`src/rtl/pim_row_gate_array_wear_renaming_top_macros.svh`:
```
// assertion helpers used by prgawr_back
`ifndef PIM_ROW_GATE_ARRAY_WEAR_RENAMING_TOP_MACROS_SVH
`define PIM_ROW_GATE_ARRAY_WEAR_RENAMING_TOP_MACROS_SVH

// property must hold at every rising clock edge outside reset
`define PRGAWR_ASSERT(lbl, prop, msg) \
  lbl: assert property (@(posedge clk_i) disable iff (!rst_ni) prop) else $error(msg);

// condition must never be true outside reset
`define PRGAWR_ASSERT_NEVER(lbl, cond, msg) \
  lbl: assert property (@(posedge clk_i) disable iff (!rst_ni) !(cond)) else $error(msg);

`endif

```
`src/rtl/prgawr_pkg.sv`:
```
// ----------------------------------------------------------------------------
// prgawr_pkg
// Types and constants of the compute-in-memory row gate array.
// ----------------------------------------------------------------------------
package prgawr_pkg;

  localparam int PHYS_ROWS  = 64;
  localparam int PHYS_COLS  = 32;
  localparam int SPARE_ROWS = 4;
  localparam int LOG_ROWS   = PHYS_ROWS - SPARE_ROWS;

  localparam int ROW_W   = $clog2(PHYS_ROWS);
  localparam int LROW_W  = $clog2(LOG_ROWS);
  localparam int SPARE_W = $clog2(SPARE_ROWS);
  localparam int PC_W    = $clog2(PHYS_COLS + 1);
  localparam int FIELD_W = 32;
  localparam int OP_W    = 3;
  localparam int IROW_W  = 6;
  localparam int CFG_IDX_W = 2;

  localparam logic [FIELD_W-1:0] COL_LIMIT = FIELD_W'((64'd1 << PHYS_COLS) - 64'd1);

  typedef enum logic [OP_W-1:0] {
    OP_NOT   = 3'd0,
    OP_NAND  = 3'd1,
    OP_AND   = 3'd2,
    OP_WRITE = 3'd3,
    OP_READ  = 3'd4
  } op_e;

  typedef enum logic [CFG_IDX_W-1:0] {
    CFG_RENAME_EN = 2'd0,
    CFG_PERIOD    = 2'd1,
    CFG_FULL_COLS = 2'd2,
    CFG_BUDGET    = 2'd3
  } cfg_idx_e;

  typedef enum logic [2:0] {
    B_IDLE, B_MAP_T, B_MAP_A, B_MAP_B, B_CELL_A, B_CELL_B, B_CELL_T, B_WB
  } back_state_e;

  typedef struct packed {
    logic        rename_en;
    logic [15:0] period;
    logic [5:0]  full_cols;
    logic [31:0] budget;
  } cfg_t;

  typedef struct packed {
    logic [OP_W-1:0]    op;
    logic [FIELD_W-1:0] mask;
    logic [IROW_W-1:0]  ra;
    logic [IROW_W-1:0]  rb;
    logic [IROW_W-1:0]  rt;
    logic [FIELD_W-1:0] wbits;
    logic               bad;
    logic               counted;
  } item_t;

endpackage

```
`src/rtl/prgawr_fifo.sv`:
```
// ----------------------------------------------------------------------------
// prgawr_fifo
// Two-entry queue of classified operations between front and back.
// ----------------------------------------------------------------------------
module prgawr_fifo
  import prgawr_pkg::*;
(
  input  logic  clk_i,
  input  logic  rst_ni,
  input  logic  push_i,
  input  item_t push_data_i,
  output logic  full_o,
  input  logic  pop_i,
  output logic  valid_o,
  output item_t pop_data_o
);

  item_t      mem_q [2];
  logic       wr_ptr_q, wr_ptr_d;
  logic       rd_ptr_q, rd_ptr_d;
  logic [1:0] cnt_q, cnt_d;

  always_comb begin
    wr_ptr_d = wr_ptr_q ^ push_i;
    rd_ptr_d = rd_ptr_q ^ pop_i;
    cnt_d    = cnt_q + 2'(push_i) - 2'(pop_i);
  end

  always_ff @(posedge clk_i or negedge rst_ni) begin
    if (!rst_ni) begin
      wr_ptr_q <= 1'b0;
      rd_ptr_q <= 1'b0;
      cnt_q    <= '0;
    end else begin
      wr_ptr_q <= wr_ptr_d;
      rd_ptr_q <= rd_ptr_d;
      cnt_q    <= cnt_d;
    end
  end

  always_ff @(posedge clk_i) begin
    if (push_i) begin
      mem_q[wr_ptr_q] <= push_data_i;
    end
  end

  assign full_o     = cnt_q == 2'd2;
  assign valid_o    = cnt_q != 2'd0;
  assign pop_data_o = mem_q[rd_ptr_q];

endmodule

```
`config.mk`:
```
export PLATFORM = sky130hd
export DESIGN_NAME = prgawr_fifo
export DESIGN_NICKNAME = d
export VERILOG_FILES = /design/src/rtl/pim_row_gate_array_wear_renaming_top_macros.svh /design/src/rtl/prgawr_pkg.sv /design/src/rtl/prgawr_fifo.sv
export SDC_FILE = /design/constraint.sdc
export NUM_CORES = 1
export LEC_CHECK = 0
export CAP_MARGIN = 25
export CORE_ASPECT_RATIO = 1.5
export CORE_MARGIN = 2
export CORE_UTILIZATION = 50
export CTS_CLUSTER_SIZE = 40
export DETAILED_ROUTE_END_ITERATION = 12
export DONT_BUFFER_PORTS = 1
export GPL_ROUTABILITY_DRIVEN = 0
export GPL_TIMING_DRIVEN = 0
export SLEW_MARGIN = 20
export SYNTH_ARGS = -nofsm -noshare
export SYNTH_HDL_FRONTEND = slang
export SYNTH_SLANG_ARGS = --single-unit
```
`constraint.sdc`:
```
create_clock -name clk_i -period 9.4 [get_ports clk_i]
set_input_delay 0.94 -clock clk_i [delete_from_list [all_inputs] [get_ports clk_i]]
set_output_delay 0.94 -clock clk_i [all_outputs]
set_load 0.05 [all_outputs]
```
Word-level counts from Yosys, hierarchy flattened --
Memory sizes are Yosys's and may differ from the RTL's. Cells that the tools add are included.
Word-level totals: memories 1, RAM bits 174, input bits 91, logic and storage cells 12, bits in registers 4
Operators by class: reductions and logical operators 1, add/sub/neg operators 2, equal/unequal tests 1, bitwise logic cells 2, mux-type cells 2
Memory list:
- mem_q | words 2, width 87, read ports 1, clocked after memory_dff 0, wr ports 1, RTL line prgawr_fifo.sv:18 | item_t mem_q [2];
Operators with widths (count):
- $add A2 B1 Y2 | 1
- $eq A2 B2 Y1 const B | 1
- $mux W1 | 2
- $reduce_bool A2 Y1 | 1
- $sub A2 B1 Y2 | 1
- $xor A1 B1 Y1 | 2

Logic depth before layout (Yosys ltp) --
word-level depth 2, depth in mapped cells 5, depth with buffers taken out 5

Worst setup path after synthesis --
No wires, ideal clock.
path kind input to register, start in push_i, end mem mem_q[0][0] (netlist name) (enable), path buffers 0, setup time 0.456 ns, cell stages on the path 1, setup slack 5.931 ns, arrival 3.014 ns, data required time 8.944 ns, cell sequence ha_1
Between the ends: word-level cells in the longest chain between the ends 2
Ends and longest elaborated chain:
- start: declaration | RTL line prgawr_fifo.sv:10 | input logic push_i,
- $mux W1 | RTL line prgawr_fifo.sv:42 | if (push_i) begin
- $mux W1 (implied by the code) | RTL line prgawr_fifo.sv:43 | mem_q[wr_ptr_q] <= push_data_i;
- end: declaration | RTL line prgawr_fifo.sv:18
No other way between the ends.

==> run_results.csv <==
group,metric,value,unit
status,status,"completed",
layout,final_common_cell,"edfxtp_1",
routing,routed_wl,10.6,mm
clocking,ctsHoldBuffers,0,
setup_path,cpPeakStageDelay,0.51,ns
floorplanning,rows,51,
floorplanning,die_height,144,um
routing,final_antenna_net_count,0,
routing,drc_errors,0,
clocking,clockBufferDepth,2,
layout,final_cell_mix,"174 x edfxtp_1, 67 x mux2_2, 20 x mux2_4",
placement,port-buffer-count,0,
clocking,cts_sinks,178,
clocking,cts_buffers,17,
yosys,netlist_area,0.00657,sq mm
yosys,yosysWarningCount,0,
layout,nNetsFinal,403,
routing,dr.pass1.iters,4,
timing,layout_min_cycle_time,2.61,ns
timing,fin_crit_sh,0.277,
power,leakagePower,2.53,nW
timing,setup-tns-final,0,ns
setup_path,worstSetupPathType,"register to primary output",
setup_path,crit_buf_inv,2,
routing,num_vias,2634,
placement,dp_cells,448,
layout,final_area,0.00743,sq mm
timing,finalHoldViolations,0,
floorplanning,die_x,97.6,um
yosys,ys_seq_area_frac,0.811,
setup_path,end_kind,"primary output",
global_route,grt_pass1_vias,2801,
setup_path,path_cells,"buf_6, buf_2, mux2_2",
timing,max-slew-margin-rel,0.377,
min_path,min_path_type,"input port to asynchronous set/reset pin",
timing,slew_viol_final,0,
yosys,synth_cell_types,12,
timing,tightestPinTransition,0.932,ns
global_route,grt.total_usage,0.150,
clocking,cts_max_level,4,
job,drv_cap,0,
power,p_total,0.00288,W
setup_path,crit_required,8.46,ns
global_route,grt_antenna_before_repair,0,
setup_path,cp_max_fo,10,
layout,area_growth,13.2,%
placement,dp_hpwl,7.15,mm
setup_path,start_kind,"register",
clocking,cts_post_setup_buffers_inserted,0,
timing,rsz0062_at_grt,"no",
placement,placed_area,0.00684,sq mm
routing,dr.first_iter.drc_count,85,
yosys,synth-seq-cells,178,
timing,fmax,383,MHz
global_route,grt-ovfl-total,0,
setup_path,arrival,1.67,ns
timing,setup_violations,0,
floorplanning,core_area,0.0129,sq mm
clocking,cts_tree,"yes",
routing,viasPerCell,5.50,
floorplanning,ioPinCount,180,
clocking,clk_latency,0.41,ns
yosys,synth_nets,382,
power,p_per_area,388,mW/mm^2
global_route,grt_pass1_wl,15.6,mm
floorplanning,die-area,0.0141,sq mm
yosys,synth.top_cell.area_share,0.796,
layout,final_cells,479,
layout,drive_above_1_share,0.403,
layout,fillers,976,
yosys,synth_area_leaders,"edfxtp_1 80%, mux2_2 11%, mux2_4 4.6%",
floorplanning,start_util,0.509,
setup_path,cpLargestDelayFamily,"multiplexers",
global_route,grt_max_degree,49,
layout,n_antenna_cell,0,
yosys,syn_inst,287,
clocking,cts_root_buffer,"clkbuf_16",
timing,clock_skew,0.0105,ns
clocking,path_clk_slew,0.06,ns
routing,avgRoutedWirePerCell,22.1,um
clocking,postCtsResizedCells,0,
setup_path,crit_slowest_cell,"mux2_2",
yosys,syn_area_per_cell,22.9,sq um
power,ir_drop,0.193,mV
yosys,synth_top_area_cell,"edfxtp_1",
-- cell usage after synthesis, drive strengths merged --
cell and n:
edfxtp 174, mux2 87, buf 10, dfrtp 4
ha 4, inv 4, nor2b 1, or2 1
xor2 1, xor3 1
-- area by class of cell --
cell class                      instances  area (sq um)  share of cell area
Buffer                                 10          75.1              0.0101
Clock buffer                           18           429              0.0577
Clock inverter                         13           159              0.0214
Inverter                                4          15.0             0.00202
Multi-Input combinational cell         95          1170               0.158
Sequential cell                       178          5330               0.716
Tap cell                              159           199              0.0268
Timing Repair Buffer                    2          55.1             0.00741
-- registers in the layout (all words and copies together) (netlist names) --
register,count
rd_ptr_q,1
cnt_q,2
mem_q,174
wr_ptr_q,1
-- routing by layer --
metal  GRT usage  vias to the layer above  wire length [um]
met5           0                        -                 0
met4      0.0680                        0               158
met3      0.0701                       10               946
met2       0.261                      113              5780
met1       0.155                     1335              3690
li1            -                     1176                 -
-- path summary, 6_finish.rpt --
kind                          start              to  slack (ns)  cells past startpoint
hold / removal               rst_ni        cnt_q[0]        0.21                      0
max in group asynchronous    rst_ni        rd_ptr_q        9.11                      0
setup / recovery           rd_ptr_q  pop_data_o[23]        6.79                      3
setup reg to reg           wr_ptr_q    mem_q[0][65]        7.70                      3
hold reg to reg            cnt_q[1]        cnt_q[1]        0.63                      1
min in group clk_i            pop_i        rd_ptr_q        0.61                      1
-- through the flow --
step	hold WS (ns)	setup WS, ns	utilization
after floorplan	0.575	5.93	-
after global placement	0.593	4.84	0.525
after detailed placement	0.624	7.18	0.531
after CTS	0.197	6.73	0.577
after global routing	0.191	6.70	0.577
final	0.215	6.79	0.577
-- logic make-up after synthesis --
family,synth area share
flip-flops,0.811
XOR/XNOR,0.00496
adder cells (fa/ha/maj),0.00762
buffers and inverters,0.0137
AND/OR/NAND/NOR,0.00191
multiplexers,0.161
-- power by group --
| group | internal [W] | switching, W | leakage (nW) | total (W) |
|---|---|---|---|---|
| logic | 0.000268 | 0.000828 | 0.575 | 0.00110 |
| registers | 0.00105 | 0.0000332 | 1.68 | 0.00109 |
| clock network | 0.000417 | 0.000281 | 0.276 | 0.000698 |
(Power assumes the default switching activity.)
