==> src/rtl/pim_row_gate_array_wear_renaming_top_macros.svh <==
// assertion helpers used by prgawr_back
`ifndef PIM_ROW_GATE_ARRAY_WEAR_RENAMING_TOP_MACROS_SVH
`define PIM_ROW_GATE_ARRAY_WEAR_RENAMING_TOP_MACROS_SVH

// property must hold at every rising clock edge outside reset
`define PRGAWR_ASSERT(lbl, prop, msg) \
  lbl: assert property (@(posedge clk_i) disable iff (!rst_ni) prop) else $error(msg);

// condition must never be true outside reset
`define PRGAWR_ASSERT_NEVER(lbl, cond, msg) \
  lbl: assert property (@(posedge clk_i) disable iff (!rst_ni) !(cond)) else $error(msg);

`endif

==> src/rtl/prgawr_pkg.sv <==
// ----------------------------------------------------------------------------
// prgawr_pkg
// Types and constants of the compute-in-memory row gate array.
// ----------------------------------------------------------------------------
package prgawr_pkg;

  localparam int PHYS_ROWS  = 64;
  localparam int PHYS_COLS  = 32;
  localparam int SPARE_ROWS = 4;
  localparam int LOG_ROWS   = PHYS_ROWS - SPARE_ROWS;

  localparam int ROW_W   = $clog2(PHYS_ROWS);
  localparam int LROW_W  = $clog2(LOG_ROWS);
  localparam int SPARE_W = $clog2(SPARE_ROWS);
  localparam int PC_W    = $clog2(PHYS_COLS + 1);
  localparam int FIELD_W = 32;
  localparam int OP_W    = 3;
  localparam int IROW_W  = 6;
  localparam int CFG_IDX_W = 2;

  localparam logic [FIELD_W-1:0] COL_LIMIT = FIELD_W'((64'd1 << PHYS_COLS) - 64'd1);

  typedef enum logic [OP_W-1:0] {
    OP_NOT   = 3'd0,
    OP_NAND  = 3'd1,
    OP_AND   = 3'd2,
    OP_WRITE = 3'd3,
    OP_READ  = 3'd4
  } op_e;

  typedef enum logic [CFG_IDX_W-1:0] {
    CFG_RENAME_EN = 2'd0,
    CFG_PERIOD    = 2'd1,
    CFG_FULL_COLS = 2'd2,
    CFG_BUDGET    = 2'd3
  } cfg_idx_e;

  typedef enum logic [2:0] {
    B_IDLE, B_MAP_T, B_MAP_A, B_MAP_B, B_CELL_A, B_CELL_B, B_CELL_T, B_WB
  } back_state_e;

  typedef struct packed {
    logic        rename_en;
    logic [15:0] period;
    logic [5:0]  full_cols;
    logic [31:0] budget;
  } cfg_t;

  typedef struct packed {
    logic [OP_W-1:0]    op;
    logic [FIELD_W-1:0] mask;
    logic [IROW_W-1:0]  ra;
    logic [IROW_W-1:0]  rb;
    logic [IROW_W-1:0]  rt;
    logic [FIELD_W-1:0] wbits;
    logic               bad;
    logic               counted;
  } item_t;

endpackage

==> src/rtl/prgawr_if.sv <==
// ----------------------------------------------------------------------------
// prgawr channel interfaces
// Operation, result and register write channels with valid/ready.
// ----------------------------------------------------------------------------
interface prgawr_in_if;
  logic        valid;
  logic        ready;
  logic [2:0]  op;
  logic [31:0] col_mask;
  logic [5:0]  src_row_a;
  logic [5:0]  src_row_b;
  logic [5:0]  target_row;
  logic [31:0] write_bits;
  modport source (output valid, op, col_mask, src_row_a, src_row_b, target_row,
                  write_bits, input ready);
  modport sink (input valid, op, col_mask, src_row_a, src_row_b, target_row,
                write_bits, output ready);
endinterface


==> src/rtl/prgawr_front.sv <==
// ----------------------------------------------------------------------------
// prgawr_front
// Accepts operation beats, checks rows and ops, counts masked columns.
// ----------------------------------------------------------------------------
module prgawr_front
  import prgawr_pkg::*;
(
  prgawr_in_if.sink in_i,
  input  logic [5:0] full_cols_i,
  input  logic       q_full_i,
  output logic       push_o,
  output item_t      item_o
);

  logic [FIELD_W-1:0] mask;
  logic [PC_W-1:0]    pop_cnt;
  logic               gate_op, two_src;

  always_comb begin
    mask    = in_i.col_mask & COL_LIMIT;
    pop_cnt = '0;
    for (int i = 0; i < PHYS_COLS; i++) begin
      pop_cnt = pop_cnt + PC_W'(mask[i]);
    end
    gate_op = (in_i.op == OP_NOT) || (in_i.op == OP_NAND) || (in_i.op == OP_AND);
    two_src = (in_i.op == OP_NAND) || (in_i.op == OP_AND);

    item_o.op      = in_i.op;
    item_o.mask    = mask;
    item_o.ra      = in_i.src_row_a;
    item_o.rb      = in_i.src_row_b;
    item_o.rt      = in_i.target_row;
    item_o.wbits   = in_i.write_bits;
    item_o.bad     = (in_i.op > OP_READ)
                  || (32'(in_i.target_row) >= LOG_ROWS)
                  || (gate_op && (32'(in_i.src_row_a) >= LOG_ROWS))
                  || (two_src && (32'(in_i.src_row_b) >= LOG_ROWS));
    item_o.counted = 32'(pop_cnt) >= 32'(full_cols_i);
  end

  assign in_i.ready = !q_full_i;
  assign push_o     = in_i.valid && !q_full_i;

endmodule

==> src/flat_wrapper.sv <==
// flat-port wrapper written by rule: the top's interface ports become plain ports
module prgawr_front_flat import prgawr_pkg::*;
  (full_cols_i, q_full_i, push_o, item_o, in_i_valid, in_i_op, in_i_col_mask, in_i_src_row_a, in_i_src_row_b, in_i_target_row, in_i_write_bits, in_i_ready);
  prgawr_in_if in_i_i ();
  input  logic [5:0] full_cols_i;
  input  logic q_full_i;
  output logic push_o;
  output item_t item_o;
  input wire logic [$bits(in_i_i.valid)-1:0] in_i_valid;
  input wire logic [$bits(in_i_i.op)-1:0] in_i_op;
  input wire logic [$bits(in_i_i.col_mask)-1:0] in_i_col_mask;
  input wire logic [$bits(in_i_i.src_row_a)-1:0] in_i_src_row_a;
  input wire logic [$bits(in_i_i.src_row_b)-1:0] in_i_src_row_b;
  input wire logic [$bits(in_i_i.target_row)-1:0] in_i_target_row;
  input wire logic [$bits(in_i_i.write_bits)-1:0] in_i_write_bits;
  output wire logic [$bits(in_i_i.ready)-1:0] in_i_ready;
  assign in_i_i.valid = in_i_valid;
  assign in_i_i.op = in_i_op;
  assign in_i_i.col_mask = in_i_col_mask;
  assign in_i_i.src_row_a = in_i_src_row_a;
  assign in_i_i.src_row_b = in_i_src_row_b;
  assign in_i_i.target_row = in_i_target_row;
  assign in_i_i.write_bits = in_i_write_bits;
  assign in_i_ready = in_i_i.ready;
  prgawr_front u_core (.in_i(in_i_i), .full_cols_i(full_cols_i), .q_full_i(q_full_i), .push_o(push_o), .item_o(item_o));
endmodule
==> config.mk <==
export PLATFORM = sky130hd
export DESIGN_NAME = prgawr_front_flat
export DESIGN_NICKNAME = d
export VERILOG_FILES = /design/src/rtl/pim_row_gate_array_wear_renaming_top_macros.svh /design/src/rtl/prgawr_pkg.sv /design/src/rtl/prgawr_if.sv /design/src/rtl/prgawr_front.sv /design/src/flat_wrapper.sv
export SDC_FILE = /design/constraint.sdc
export NUM_CORES = 1
export LEC_CHECK = 0
export BUFFER_PORTS_ARGS = -buffer_cell sky130_fd_sc_hd__buf_2
export CELL_PAD_IN_SITES_DETAIL_PLACEMENT = 1
export CELL_PAD_IN_SITES_GLOBAL_PLACEMENT = 1
export CORE_MARGIN = 2
export CORE_UTILIZATION = 25
export DETAILED_ROUTE_END_ITERATION = 7
export PLACE_DENSITY = 0.95
export SLEW_MARGIN = 20
export SYNTH_ARGS = -nofsm -noshare
export SYNTH_HDL_FRONTEND = slang
export SYNTH_SLANG_ARGS = --single-unit
==> constraint.sdc <==
create_clock -name vclk -period 18.25
set_input_delay 2.7375 -clock vclk [all_inputs]
set_output_delay 2.7375 -clock vclk [all_outputs]
set_load 0.03 [all_outputs]
## Yosys cells after proc, flatten, opt, wreduce, memory -nomap -nowiden

Index checks and enable logic that the tools add are counted.

- Logic and storage cells: 49
- Input port bits: 93
- Memories: 0
- Flip-flop bits (word level): 0
- Bits in read-only memories: 0
- Bits in latches: 0
- Bits in writable memories: 0

- Divide/modulo/power cells: 0
- Multiply operators: 0
- Bitwise logic cells: 0
- Order comparisons: 5
- Reductions and logical operators: 11
- Muxes and demuxes: 0
- Add/sub/neg operators: 31
- Equality and inequality tests: 2
- Shift-type cells: 0

Operator list:

| kind | count |
|---|---|
| $add 6x1->6 | 30 |
| $ge 6x6->1 const B | 3 |
| $ge 6x6->1 | 1 |
| $logic_or 1x1->1 | 6 |
| $eq 3x1->1 const B | 1 |
| $eq 3x2->1 const B | 1 |
| $gt 3x3->1 const B | 1 |
| $logic_and 1x1->1 | 3 |
| $logic_not 3->1 | 1 |
| $add 1x1->2 | 1 |
| $logic_not 1->1 | 1 |

## Longest topological paths before layout

Gate-level depths: netlist of run 1.

- Word-level depth: 32
- Gate-level depth with buffers: 21

## Worst setup path after synthesis of run 1

No wires, ideal clock.

- Kind: input to output
- Start: in in_i_col_mask[0]
- End: out item_o[0] (netlist name)
- Data arrival time: 8089 ps
- Data required time: 15512 ps
- Path slack: 7423 ps
- Cell stages on the path: 16
- Path buffers: 0
- Path through: ha_1 -> inv_1 -> fa_1 -> fa_1 -> fa_1 -> fa_1 -> fa_1 -> fa_1 -> fa_1 -> fa_1 -> nand2b_1 -> a21oi_1 -> xor2_1 -> ha_1 -> nand3_1 -> o21ai_0

RTL lines:

| element | RTL line | text |
|---|---|---|
| start: declaration | flat_wrapper.sv:11 | `input wire logic [$bits(in_i_i.col_mask)-1:0] in_i_col_mask;` |
| end: declaration | flat_wrapper.sv:8 | `output item_t item_o;` |

==> impl_metrics.toml, run 1 <==
[sta]
fmax_mhz = 90.7
rsz0062_at_grt = "no"
holdWs_ns = 5.48
min_period_over_period_pct = 60.4
finalSetupTns_ns = 0
slew_headroom_pct = 85.8
drv_slew = 0
period_needed_ns = 11.02
worstMarginPinSlew_ns = 0.213
hold_viol_final = 0
setup_viol = 0

[grt]
grt_pass1_vias = 1279
antenna_found_initial = 0
overflow = 0
grt_first_pass_wirelength_um = 5430
grt_max_degree = 5
grt_usage_pct = 8.62

[setup_path]
path_depth = 19
required_ns = 15.51
crit_fanout = 2
cp_cell_sequence = "buf_2 -> ha_1 -> inv_1 -> fa_1 -> fa_1 -> fa_1 -> fa_1 -> fa_1 -> fa_1 -> fa_1 -> fa_1 -> nand2b_1 -> a21oi_1 -> xor2_1 -> ha_1 -> a21o_1 -> a21oi_1 -> o21ai_0 -> buf_2"
crit_start = "in_i_col_mask[0]"
critPathKind = "in2out"
arrival_ns = 8.28
cp-end-kind = "output pin"
critPathBufInv = 3
critPathTopFamily = "adder cells"
crit_path_top_delay_cell = "fa_1"
cp_common_cell = "fa_1"
cpPeakStageDelay_ns = 0.56
startpoint_type = "input port"
crit_end = "item_o[0]"

[pwr]
p_sw_uw = 196
clockPowerShare_pct = 0
combPwrFrac_pct = 100.0
swShare_pct = 56.5
internal-power_uw = 151
powerDensity_nw_per_um2 = 207
total_power_uw = 346
seq_power_share_pct = 0
ir_drop_mv = 0.0594
leakagePower_nw = 1.08

[placed_design]
placed_cell_area_um2 = 1670
dp_cells = 305
place_congestion = 0.774
dp_hpwl_um = 3420
io_buffers = 106

[route]
num_vias = 1199
top_layer_used = "met4"
ant_nets = 0
wl_met3_um = 250
drt_iter0_markers = 1
dr_wl_met2_um = 2050
via_per_inst = 3.93
drt-pass1-iter-count = 2
m1WireLength_um = 1100
drt-total-wl_um = 3460
route.detailed.drc = 0
wl_per_cell_um = 11.3

[floorplan]
die_area_um2 = 7410
start_util_pct = 26.2
core_region_area_um2 = 6420
num_rows = 29
die_h_um = 86.1
io_pins = 182
die_x_um = 86.1

[cts]
postCtsSetupBuffers = 0
cts_hold_buf = 0
cts-resized-gates = 0

[logic_synthesis]
synthCells = 207
synthesis.nets = 338
syn-cell-area_um2 = 1680
synth-seq-area-share_pct = 0
syn_avg_cell_area_um2 = 8.14
ys_warn_count = 0
yosys.cell_types.count = 22

[layout]
final_area_um2 = 1670
seq_cells = 0
antenna-diode-count = 0
area_growth_pct = -0.669
n_clock_buffer = 0
drive_gt1_share_pct = 46.5
stdcell_count = 305
num-nets-final = 361
regArea_um2 = 0
fill_cells = 812

[run_status]
status = "completed"

[run]
cap_violations = 0

[min_path]
hold_path_class = "in2out"
metrics by stage:
step	util, %	worst slack (ns)
5_1_grt	26.0	6.99
6_report	26.0	7.23
3_5_place_dp	26.0	7.16
2_1_floorplan	-	7.42
4_1_cts	26.0	7.16
3_3_place_gp	26.0	7.33
Yosys cell counts (2+ instances only):
| master | count | share of area, % |
|---|---|---|
| fa_1 | 24 | 29 |
| ha_1 | 14 | 10 |
| nand2b_1 | 2 | 0.74 |
| buf_4 | 85 | 38 |
| nor2_1 | 2 | 0.45 |
| a21o_1 | 2 | 0.89 |
| o21ai_0 | 2 | 0.59 |
| xnor2_1 | 2 | 1.0 |
| a21oi_1 | 3 | 0.89 |
| inv_1 | 57 | 13 |
| xor2_1 | 2 | 1.0 |
| nand4_1 | 2 | 0.74 |
layout make-up:
class | instances | area [um^2] | share of cell area, %
tap | 77 | 96.3 | 5.76
timing repair buffer | 106 | 531 | 31.7
inverter | 57 | 214 | 12.8
multi-input combinational | 65 | 832 | 49.7
worst min path at each step:
| stage | slack [ns] | cells past startpoint | end | startpoint |
|---|---|---|---|---|
| 4_1_cts | 5.48 | 0 | item_o[12] | in_i_write_bits[10] |
| 5_1_grt | 5.48 | 0 | item_o[14] | in_i_write_bits[12] |
| 2_1_floorplan | 5.58 | 1 | push_o | q_full_i |
| 3_3_place_gp | 5.48 | 0 | item_o[12] | in_i_write_bits[10] |
| 3_5_place_dp | 5.48 | 0 | item_o[12] | in_i_write_bits[10] |
| 6_report | 5.48 | 0 | item_o[14] | in_i_write_bits[12] |
cell usage in the layout, fill, tap and decap left out:
master and count:
o211ai_1 1, fa_1 24, nor2_1 2, inv_1 57, o21ai_0 2, a211oi_1 1, a31oi_1 1, a21boi_0 1
nor2b_1 1, a21o_1 2, nand4_1 2, nand2_1 1, xnor2_1 2, buf_2 106, o21a_1 1, a21oi_1 3
a41o_1 1, nand3b_1 1, ha_1 14, xor2_1 2, nand3_1 1, nand2b_1 2
cells by family (layout without fill, tap and decap cells):
group	count (synthesis)	in the layout	synth area share [%]
buffers and inverters	142	163	50.6
and+or+nand+nor	10	10	3.27
AOI/OAI and AO/OA	13	13	5.13
xor gates and xnor gates	4	4	2.08
adders and majority gates	38	38	38.9
per-layer routing:
layer,up-vias,GRT usage [%]
met5,-,0
met4,0,1.88
met3,14,1.15
met2,58,18.3
met1,565,8.60
li1,562,-
power by group through the flow:
stage / logic, mW / clock network [mW] / registers (mW)
2_1_floorplan: 0.289 / 0 / 0
3_3_place_gp: 0.325 / 0 / 0
3_5_place_dp: 0.358 / 0 / 0
4_1_cts: 0.360 / 0 / 0
5_1_grt: 0.404 / 0 / 0
6_report: 0.346 / 0 / 0
Power figures use the tool's default switching activity.
==> inputs of run 2 (changes only) <==
--- a/config.mk
+++ b/config.mk
@@ -5,13 +5,14 @@
 export SDC_FILE = /design/constraint.sdc
 export NUM_CORES = 1
 export LEC_CHECK = 0
+export ABC_AREA = 1
 export BUFFER_PORTS_ARGS = -buffer_cell sky130_fd_sc_hd__buf_2
 export CELL_PAD_IN_SITES_DETAIL_PLACEMENT = 1
 export CELL_PAD_IN_SITES_GLOBAL_PLACEMENT = 1
 export CORE_MARGIN = 2
-export CORE_UTILIZATION = 25
+export CORE_UTILIZATION = 21
 export DETAILED_ROUTE_END_ITERATION = 7
-export PLACE_DENSITY = 0.95
+export PLACE_DENSITY = 0.88
 export SLEW_MARGIN = 20
 export SYNTH_ARGS = -nofsm -noshare
 export SYNTH_HDL_FRONTEND = slang
==> constraint.sdc (replaced) <==
create_clock -name vclk -period 9.72
set_input_delay 1.458 -clock vclk [all_inputs]
set_output_delay 1.458 -clock vclk [all_outputs]
set_load 0.03 [all_outputs]
==> impl_metrics.toml, run 2 <==
[layout]
fill_cells = 1035
area_growth_pct = 1.37
regArea_um2 = 0
final_cell_mix = "buf_2 (106), inv_1 (65), fa_1 (24), nand2_1 (23), ha_1 (14)"
drive_gt1_share_pct = 41.7
antenna-diode-count = 0
layout_commonest_cell = "buf_2"
fin_util_pct = 21.7
num-nets-final = 387
n_clock_buffer = 0
seq_cells = 0

[setup_path]
startpoint_type = "input port"
critPathKind = "in2out"
required_ns = 8.26
arrival_ns = 6.74
cp-end-kind = "output pin"
crit_fanout = 2

[sta]
min_period_over_period_pct = 84.3
hold_viol_final = 0
finalSetupTns_ns = 0
setup_viol = 0
drv_slew = 0
slew_headroom_pct = 86.5
fmax_mhz = 122
period_needed_ns = 8.20
worstMarginPinSlew_ns = 0.200
rsz0062_at_grt = "no"

[logic_synthesis]
syn_avg_cell_area_um2 = 7.44
synth.most_common_cell = "buf_4"
synthCells = 233
yosys.cell_types.count = 12
syn-cell-area_um2 = 1730
ys_warn_count = 0
synth.area.top_cells = "buf_4 (37%), fa_1 (28%), inv_1 (14%), ha_1 (10%), nand2_1 (5.0%)"
synthesis.nets = 364
yosysTopAreaCellShare_pct = 36.8
synth-seq-area-share_pct = 0
synth_common_cells = "buf_4 (85), inv_1 (65), fa_1 (24), nand2_1 (23), ha_1 (14)"
yosysTopAreaCell = "buf_4"

[floorplan]
core_region_area_um2 = 8090
io_pins = 182
die_x_um = 94.9
die_h_um = 94.9
start_util_pct = 21.4
die_area_um2 = 9000
num_rows = 33

[cts]
cts_hold_buf = 0
postCtsSetupBuffers = 0
cts-resized-gates = 0

[placed_design]
dp_hpwl_um = 3430
io_buffers = 106
place_congestion = 0.645

[grt]
grt_usage_pct = 7.53
grt_first_pass_wirelength_um = 5620
grt_max_degree = 6
antenna_found_initial = 0
grt_pass1_vias = 1332
overflow = 0

[pwr]
ir_drop_mv = 0.121
clockPowerShare_pct = 0
internal-power_uw = 260
powerDensity_nw_per_um2 = 358
leakagePower_nw = 1.15
swShare_pct = 58.7
total_power_uw = 629
seq_power_share_pct = 0
combPwrFrac_pct = 100.0
p_sw_uw = 369

[min_path]
hold_path_class = "in2out"

[run_status]
status = "completed"

[route]
drt-pass1-iter-count = 4
drt_iter0_markers = 25
wl_per_cell_um = 9.61
drt-total-wl_um = 3450
route.detailed.drc = 0
ant_nets = 0
via_per_inst = 3.59
num_vias = 1289

[run]
cap_violations = 0
## run 2: cell types whose count changed after synthesis, moves of 2 or more
| cell | change |
|---|---|
| nand3_1 | +3 |
| nand4_1 | -2 |
| inv_1 | +8 |
| nor2_1 | +7 |
| xor2_1 | -2 |
| nand2_1 | +22 |
| nand2b_1 | -2 |
## run 2: path summary, 6_finish.rpt
check                         startpoint  cells after the start         end
worst min-delay path  in_i_write_bits[9]                      0  item_o[11]
worst max-delay path    in_i_col_mask[0]                     20   item_o[0]
## run 2: stage by stage
stage / instance area (um^2) / hold slack, ns / worst slack, ns / instances
floorplan: 1730 / 3.03 / 1.87 / 233
global placement: 1760 / 2.92 / 1.60 / 359
detailed placement: 1760 / 2.92 / 1.45 / 359
CTS: 1760 / 2.92 / 1.43 / 359
global route: 1760 / 2.92 / 1.23 / 359
finish: 1760 / 2.92 / 1.52 / 359
## run 2: per-layer routing
layer	track usage, %	wire length, um
met5	0	0
met4	0.362	8
met3	0.718	269
met2	16.1	1980
met1	8.10	1190
## run 2: area by class of cell
cell class | instances | area [um^2] | share of cell area [%]
Tap cell | 105 | 131 | 7.47
Timing Repair Buffer | 106 | 531 | 30.2
Inverter | 65 | 244 | 13.9
Multi-Input combinational cell | 83 | 852 | 48.5
## run 2: power by group through the flow
stage / combinational [mW] / clock (mW) / sequential (mW)
detailed placement: 0.654 / 0 / 0
CTS: 0.657 / 0 / 0
global route: 0.747 / 0 / 0
finish: 0.629 / 0 / 0
floorplan: 0.530 / 0 / 0
global placement: 0.604 / 0 / 0
## run 2: worst max-delay path, cell delays in order
cell	delay, ns
buf_2	0.11
ha_1	0.28
inv_1	0.06
fa_1	0.43
fa_1	0.50
fa_1	0.51
fa_1	0.51
fa_1	0.54
fa_1	0.43
fa_1	0.41
fa_1	0.42
nand3b_1	0.19
nand3_1	0.10
nand2_1	0.06
ha_1	0.27
nand2_1	0.07
a21oi_1	0.12
nor2_1	0.05
nand2_1	0.06
buf_2	0.18
## run 2: cell families (layout without fill, tap and decap cells)
logic type	count (synthesis)	after routing	synth area share [%]
compound gates	6	6	1.88
xor+xnor	1	1	0.505
fa+ha+maj	38	38	37.8
buf+inv	150	171	50.9
simple gates	38	38	8.95
